[config.mk]
export PLATFORM = sky130hd
export DESIGN_NAME = fixed_point_sqrt_newton_unit
export DESIGN_NICKNAME = d
export VERILOG_FILES = /design/src/rtl/sqrtn_pkg.sv /design/src/rtl/sqrtn_div.sv /design/src/rtl/fixed_point_sqrt_newton_unit.sv
export SDC_FILE = /design/constraint.sdc
export NUM_CORES = 1
export LEC_CHECK = 0
export ABC_AREA = 1
export BUFFER_PORTS_ARGS = -buffer_cell sky130_fd_sc_hd__buf_2
export CAP_MARGIN = 20
export CORE_UTILIZATION = 41
export CTS_BUF_LIST = sky130_fd_sc_hd__clkbuf_8
export CTS_CLUSTER_SIZE = 8
export DETAILED_ROUTE_END_ITERATION = 7
export PLACE_DENSITY = 0.67
export SYNTH_ARGS = -nofsm -noshare
export SYNTH_HDL_FRONTEND = slang
export SYNTH_SLANG_ARGS = --single-unit
[constraint.sdc]
create_clock -name clk_i -period 4.3 [get_ports clk_i]
set_input_delay 0.86 -clock clk_i [delete_from_list [all_inputs] [get_ports clk_i]]
set_output_delay 0.86 -clock clk_i [all_outputs]
set_load 0.02 [all_outputs]
[src/rtl/sqrtn_pkg.sv]
package sqrtn_pkg;

  // Field widths of the input and result words.
  localparam int unsigned RADICAND_W = 32;
  localparam int unsigned ROOT_W     = 24;

  // Fraction bits of the 16.16 format; the radicand is widened by this much.
  localparam int unsigned FRAC_BITS  = 16;

  // Width of the widened radicand and of the Newton estimate.
  localparam int unsigned DIV_W      = RADICAND_W + FRAC_BITS;

  // Default cap on the number of Newton updates.
  localparam int unsigned ITERATION_LIMIT_DEF = 32;

  // Sequencer states of the Newton loop.
  typedef enum logic [1:0] {
    ST_IDLE,
    ST_DIV,
    ST_UPD
  } sqrtn_state_e;

endpackage

[src/rtl/sqrtn_div.sv]
module sqrtn_div #(
  parameter int unsigned Width = sqrtn_pkg::DIV_W
) (
  input  logic             clk_i,
  input  logic             rst_ni,
  input  logic             start_i,
  input  logic [Width-1:0] dividend_i,
  input  logic [Width-1:0] divisor_i,
  output logic             busy_o,
  output logic             done_o,
  output logic [Width-1:0] quotient_o
);

  import sqrtn_pkg::*;

  localparam int unsigned CntW = (Width > 1) ? $clog2(Width) : 1;

  logic             busy_q, busy_d;
  logic             done_q, done_d;
  logic [CntW-1:0]  cnt_q, cnt_d;
  logic [Width-1:0] rem_q, rem_d;
  logic [Width-1:0] quo_q, quo_d;
  logic [Width-1:0] dvs_q, dvs_d;

  // Partial remainder with the next dividend bit shifted in.
  logic [Width:0]   rem_sh;
  logic [Width+1:0] diff;
  logic             ge;

  assign rem_sh = {rem_q, quo_q[Width-1]};
  assign diff   = {1'b0, rem_sh} - {2'b00, dvs_q};
  assign ge     = ~diff[Width+1];

  // One quotient bit per cycle, restoring scheme; the dividend register
  // fills with quotient bits from the right as it empties on the left.
  always_comb begin
    busy_d = busy_q;
    done_d = 1'b0;
    cnt_d  = cnt_q;
    rem_d  = rem_q;
    quo_d  = quo_q;
    dvs_d  = dvs_q;
    if (start_i && !busy_q) begin
      busy_d = 1'b1;
      cnt_d  = '0;
      rem_d  = '0;
      quo_d  = dividend_i;
      dvs_d  = divisor_i;
    end else if (busy_q) begin
      rem_d = ge ? diff[Width-1:0] : rem_sh[Width-1:0];
      quo_d = {quo_q[Width-2:0], ge};
      cnt_d = cnt_q + CntW'(1);
      if (cnt_q == CntW'(Width - 1)) begin
        busy_d = 1'b0;
        done_d = 1'b1;
      end
    end
  end

  // Control registers.
  always_ff @(posedge clk_i or negedge rst_ni) begin
    if (!rst_ni) begin
      busy_q <= 1'b0;
      done_q <= 1'b0;
      cnt_q  <= '0;
    end else begin
      busy_q <= busy_d;
      done_q <= done_d;
      cnt_q  <= cnt_d;
    end
  end

  // Datapath registers.
  always_ff @(posedge clk_i) begin
    rem_q <= rem_d;
    quo_q <= quo_d;
    dvs_q <= dvs_d;
  end

  assign busy_o     = busy_q;
  assign done_o     = done_q;
  assign quotient_o = quo_q;

endmodule

[src/rtl/fixed_point_sqrt_newton_unit.sv]
// Square root of a signed 16.16 word, returned as an unsigned 8.16 root in
// 24 bits; zero or negative words give a root of 0 in the cycle after start.
// A positive word is widened to 48 bits and refined by Newton steps
// r = (r + x / r) / 2 until a step leaves r unchanged or ITERATION_LIMIT
// steps are done. Each step runs a division in the shared radix-2 divider,
// hands the quotient over and then does the add and the convergence test.
// A zero or negative word leaves busy low. For a positive word busy is high
// from just after the
// word's acceptance until its result is shown; valid_o marks the root for a
// single cycle and must be taken then, since the block cannot hold it.
module fixed_point_sqrt_newton_unit #(
  parameter int unsigned ITERATION_LIMIT = sqrtn_pkg::ITERATION_LIMIT_DEF
) (
  input  logic                                 clk_i,
  input  logic                                 rst_ni,
  input  logic                                 start,
  output logic                                 busy,
  input  logic signed [sqrtn_pkg::RADICAND_W-1:0] radicand_i,
  output logic                                 valid_o,
  output logic [sqrtn_pkg::ROOT_W-1:0]         root_o
);

  import sqrtn_pkg::*;

  localparam int unsigned CntW = $clog2(ITERATION_LIMIT + 1);

  sqrtn_state_e state_q, state_d;

  logic [DIV_W-1:0]  x_q, x_d;
  logic [DIV_W-1:0]  est_q, est_d;
  logic [CntW-1:0]   cnt_q, cnt_d;
  logic              valid_q, valid_d;
  logic [ROOT_W-1:0] root_q, root_d;

  logic              accept;
  logic              positive;
  logic [DIV_W-1:0]  x_new;
  logic [DIV_W:0]    sum;
  logic [DIV_W-1:0]  est_next;
  logic              stop;

  logic              div_start;
  logic [DIV_W-1:0]  div_dividend;
  logic [DIV_W-1:0]  div_divisor;
  logic              div_busy;
  logic              div_done;
  logic [DIV_W-1:0]  div_quo;

  // Input decode: positive means sign clear and not zero.
  assign accept   = start && !busy;
  assign positive = !radicand_i[RADICAND_W-1] && (radicand_i != '0);
  assign x_new    = {radicand_i, {FRAC_BITS{1'b0}}};

  // Newton update and its stop test.
  assign sum      = {1'b0, est_q} + {1'b0, div_quo};
  assign est_next = sum[DIV_W:1];
  assign stop     = (est_next == est_q) || (cnt_q == CntW'(ITERATION_LIMIT - 1));

  // Next state.
  always_comb begin
    state_d = state_q;
    unique case (state_q)
      ST_IDLE: if (accept && positive) state_d = ST_DIV;
      ST_DIV:  if (div_done) state_d = ST_UPD;
      ST_UPD:  state_d = stop ? ST_IDLE : ST_DIV;
      default: state_d = ST_IDLE;
    endcase
  end

  // Datapath and strobe control.
  always_comb begin
    x_d          = x_q;
    est_d        = est_q;
    cnt_d        = cnt_q;
    valid_d      = 1'b0;
    root_d       = root_q;
    div_start    = 1'b0;
    div_dividend = x_q;
    div_divisor  = est_next;
    unique case (state_q)
      ST_IDLE: begin
        div_dividend = x_new;
        div_divisor  = x_new;
        if (accept) begin
          x_d   = x_new;
          est_d = x_new;
          cnt_d = '0;
          if (positive) begin
            div_start = 1'b1;
          end else begin
            valid_d = 1'b1;
            root_d  = '0;
          end
        end
      end
      ST_DIV: begin
      end
      ST_UPD: begin
        est_d = est_next;
        cnt_d = cnt_q + CntW'(1);
        if (stop) begin
          valid_d = 1'b1;
          root_d  = est_next[ROOT_W-1:0];
        end else begin
          div_start = 1'b1;
        end
      end
      default: begin
      end
    endcase
  end

  sqrtn_div #(
    .Width (DIV_W)
  ) u_div (
    .clk_i      (clk_i),
    .rst_ni     (rst_ni),
    .start_i    (div_start),
    .dividend_i (div_dividend),
    .divisor_i  (div_divisor),
    .busy_o     (div_busy),
    .done_o     (div_done),
    .quotient_o (div_quo)
  );

  // Control registers.
  always_ff @(posedge clk_i or negedge rst_ni) begin
    if (!rst_ni) begin
      state_q <= ST_IDLE;
      cnt_q   <= '0;
      valid_q <= 1'b0;
    end else begin
      state_q <= state_d;
      cnt_q   <= cnt_d;
      valid_q <= valid_d;
    end
  end

  // Datapath registers.
  always_ff @(posedge clk_i) begin
    x_q    <= x_d;
    est_q  <= est_d;
    root_q <= root_d;
  end

  assign busy    = (state_q != ST_IDLE);
  assign valid_o = valid_q;
  assign root_o  = root_q;

  // A result word appears only once the sequencer is back at rest.
  assert property (@(posedge clk_i) disable iff (!rst_ni) valid_o |-> !busy)
    else $error("result word shown while busy");

  // Non-positive words give a zero root on the next cycle.
  assert property (@(posedge clk_i) disable iff (!rst_ni)
    (accept && !positive) |=> (valid_o && root_o == '0))
    else $error("non-positive word did not give a zero root");

  // While waiting on a division the divider is working or just finished.
  assert property (@(posedge clk_i) disable iff (!rst_ni)
    (state_q == ST_DIV) |-> (div_busy || div_done))
    else $error("waiting on an idle divider");

  // The divider never runs outside a Newton step.
  assert property (@(posedge clk_i) disable iff (!rst_ni)
    (state_q == ST_IDLE) |-> (!div_busy && !div_done))
    else $error("divider active while idle");

  // The step count never passes the limit, and the estimate is never zero.
  assert property (@(posedge clk_i) disable iff (!rst_ni)
    (state_q != ST_IDLE) |-> (cnt_q < CntW'(ITERATION_LIMIT) && est_q != '0))
    else $error("step count or estimate out of range");

endmodule
==> results.toml <==
[yosys]
ys_seq_elements = 265
synthArstFlopShare = 0.06415
synth_cell_types = 54
synth_top_cell_area_share = 0.3118
synth_area_sq_mm = 0.01926
synth.most_common_cell = "sky130_fd_sc_hd__nand2_1"
dominant_combinational_cell_family_by_area_after_synthesis = "simple AND/OR/NAND/NOR gates"
post_synth_and_or_nand_nor_area_fraction = 0.3157
synth_sequential_area_ratio = 0.3837
post_synth_fa_ha_maj_area_fraction = 0.06508
synth_warnings = 0
synth_fp_nets = 2851
synth-xor-area-share = 0.03098
synth_enable_flop_cells = 200
syn_avg_cell_area_sq_um = 7.090
synth.mux.area_fraction = 0
postSynth.topFlopCell = "sky130_fd_sc_hd__edfxtp_1"
compound_gate_fraction_of_synth_area = 0.1074
netlist_top_cells_area = "sky130_fd_sc_hd__edfxtp_1, sky130_fd_sc_hd__nand2_1, sky130_fd_sc_hd__inv_1"
post_synth_most_frequent_cells = "sky130_fd_sc_hd__nand2_1, sky130_fd_sc_hd__inv_1, sky130_fd_sc_hd__nor2_1, sky130_fd_sc_hd__edfxtp_1, sky130_fd_sc_hd__o21ai_0"
synth.largest_area_cell = "sky130_fd_sc_hd__edfxtp_1"
netlist_instances = 2717

[floorplan]
die_h_microns = 218.8
initial_util = 0.4147
die_width_microns = 218.8
row_count = 79
io-pin-count = 61
die_area_sq_mm = 0.04786
coreArea_sq_mm = 0.04646

[pwr]
share_seq_of_total_power = 0.523
power-per-cell-area_mw_per_mm2 = 244.0
power.switching_w = 0.001170
peakVddDrop_uv = 197.9
switching_share = 0.2246
clock_power_share = 0.466
static-leakage-power_nw = 10.54
fin_total_pwr_w = 0.005211
internal_power_w = 0.004041
portion_of_total_power_attributed_to_combinational_logic = 0.011

[final_layout]
num-fill-cells = 4805
nNetsFinal = 2938
area_growth_syn_to_layout_pct = 10.89
fraction_of_final_layout_cells_sized_beyond_drive_strength_1 = 0.09321
stdcell_count = 3452

[drt]
routed-via-count = 17956
drt-pass1-iter-count = 6
drt_iter0_drcs = 1565
drc_errors = 0
via_per_inst = 5.202
drt-wirelength-per-cell_microns = 17.54
drtAntennaViolNets = 0
totalWireLength_microns = 60560

[cts]
clock-sinks = 265
post_cts.repair.setup_buffers = 0
tritoncts.num_buffers = 48
clockBufferDepth = 3
clock_network_latency_to_the_later_pin_of_the_worst_skew_pair_ns = 0.64
clock_tree_from_tritoncts = "built"
cts_max_level = 2
clk_pin_slew_worst_paths_ns = 0.07
ctsRootBufferMaster = "sky130_fd_sc_hd__clkbuf_8"

[timing]
setup_viol = 0
relative_slew_margins = 0.3731
tightest_slew_ns = 0.9403
finClkSkew_ns = 0.03374
setup_repair_after_global_routing_missed_its_margin = "yes"
final_min_period_over_clock_period = 0.9774
post-route-min-period_ns = 4.203
achievable-frequency_mhz = 237.9
drv_slew = 0
final_hold_viol_count = 0

[global_routing]
grt.total_usage = 0.2555
antenna_found_initial = 4
gr-total-overflow = 0
first_global_vias = 17211
grt_pass1_wl_microns = 94270
grt_start_max_net_pins = 88

[worst_setup_path]
worst-path-max-fanout = 17
cp.buffers_inverters = 2
r2r_setup_slack_ns = 0.1
timing.critical_path.required_ns = 4.80
cp_common_cell = "sky130_fd_sc_hd__nand2_1"
critPathCaptureType = "register"
critical_path_class = "reg2reg"
path_cells = "nand2_1 -> fa_1 -> inv_1 -> nand3_1 -> nand2_1 -> nand2_1 -> nand2_1 -> nand2_1 -> nand2_2 -> xor2_1 -> nand2_1 -> nand2_1 -> nand2_1 -> nor2_1 -> nand4_1 -> nor2_2 -> nand2_1 -> nand3_4 -> nand2_4 -> nand2_4 -> buf_4 -> nand2_1 -> nand2_1"
worst_setup_path_start_kind = "register"
max_stage_delay_cell_worst_path = "sky130_fd_sc_hd__edfxtp_1"
critPathTopFamily = "simple AND/OR/NAND/NOR gates"
timing.critical_path.arrival_ns = 4.70
slowest_delay_ns = 0.43

[job]
drv_cap = 0

[placement]
post-place-cells = 3361
io_buffer_count = 60
dp.final_hpwl_microns = 47130
routabilityCongestion = 1.043

[min_path]
holdCritPathClass = "in2async"

[outcome]
run_status = "finished clean"
==> cells in the final DEF, fill, tap and decap left out, types with 12 or more instances in the layout <==
cell type / netlist / layout
sky130_fd_sc_hd__ha_1: 97 / 97
sky130_fd_sc_hd__buf_2: 6 / 60
sky130_fd_sc_hd__nor2_1: 232 / 228
sky130_fd_sc_hd__buf_4: 3 / 26
sky130_fd_sc_hd__xnor2_1: 35 / 34
sky130_fd_sc_hd__xor2_1: 28 / 28
sky130_fd_sc_hd__a21oi_1: 143 / 143
sky130_fd_sc_hd__o21ai_0: 161 / 161
sky130_fd_sc_hd__nand4_1: 31 / 31
sky130_fd_sc_hd__nor3_1: 12 / 12
sky130_fd_sc_hd__a31oi_1: 14 / 14
sky130_fd_sc_hd__clkbuf_8: 0 / 52
sky130_fd_sc_hd__nand2_1: 879 / 877
sky130_fd_sc_hd__dfrtp_1: 17 / 17
sky130_fd_sc_hd__edfxtp_1: 200 / 200
sky130_fd_sc_hd__dfxtp_1: 48 / 48
sky130_fd_sc_hd__nand3b_1: 21 / 21
sky130_fd_sc_hd__inv_1: 412 / 429
sky130_fd_sc_hd__o21bai_1: 15 / 15
sky130_fd_sc_hd__nor2_2: 62 / 64
sky130_fd_sc_hd__nand3_1: 148 / 148
==> metal layers <==
layer / vias up / part of all wire / global-route usage
li1: 8939 / - / -
met1: 8273 / 0.46 / 0.3509
met2: 625 / 0.44 / 0.4028
met3: 119 / 0.067 / 0.03897
met4: 0 / 0.037 / 0.09815
met5: - / 0 / 0
==> power by group through the flow <==
stage | Combinational, W | Clock (W) | Sequential, W
6_report | 0.0000556 | 0.00243 | 0.00273
5_1_grt | 0.0000609 | 0.00259 | 0.00273
4_1_cts | 0.0000552 | 0.00249 | 0.00273
3_5_place_dp | 0.0000549 | 0 | 0.00278
3_3_place_gp | 0.0000538 | 0 | 0.00278
2_1_floorplan | 0.0000125 | 0 | 0.00278
==> through the flow <==
stage	setup WS, ns	setup TNS, ns	util	instance area (sq um)	hold WS (ns)
CTS	0.08704	0	0.4591	21330	0.1249
global route	-0.03284	-0.06708	0.4598	21360	0.1611
global placement	0.1127	0	0.4386	20380	0.4764
floorplan	0.04536	0	-	19260	0.4352
finish	0.09701	0	0.4598	21360	0.1534
detailed placement	0.1507	0	0.4386	20380	0.4688
==> cells by family after synthesis <==
logic type      Yosys count
xor+xnor                 65
buf+inv                 478
flops                   265
compound gates          379
simple gates           1431
fa+ha+maj                99
==> sequential cells by signal, summed over array words and instances, names as in the netlist <==
| signal | count |
|---|---|
| u_div.done_o | 1 |
| u_div.cnt_q | 6 |
| u_div.quotient_o | 48 |
| u_div.dvs_q | 48 |
| x_q | 32 |
| valid_o | 1 |
| root_o | 24 |
| u_div.busy_o | 1 |
| state_q | 2 |
| cnt_q | 6 |
| est_q | 48 |
| u_div.rem_q | 48 |
==> path summary, 6_finish.rpt <==
| kind | depth (start not counted) | startpoint | endpoint |
|---|---|---|---|
| max in group asynchronous | 1 | rst_ni | u_div.cnt_q[2] |
| worst max register to register | 23 | u_div.quotient_o[0] | u_div.quotient_o[33] |
| worst min-delay path | 1 | rst_ni | state_q[1] |
| worst max-delay path | 23 | u_div.quotient_o[0] | u_div.quotient_o[33] |
| worst min register to register | 1 | u_div.done_o | state_q[0] |
| min in group clk_i | 1 | radicand_i[22] | x_q[38] |
==> repair_timing <==
action / in CTS / in global routing
setup endpoints to repair: 0 / 182
hold endpoints to repair: 0 / 0
hold buffers: 0 / 0
gates resized for setup: 0 / 7
==> layout make-up <==
class	instances	area, sq um	area share
multi-input combinational	1974	10030	0.4698
antenna	2	5.005	0.0002343
clock inverter	37	234.0	0.01095
inverter	422	1602	0.07498
sequential	265	7392	0.3461
timing repair buffer	93	618.1	0.02894
tap	607	759.5	0.03556
clock buffer	52	715.7	0.03351
Power figures use the tool's default switching activity.
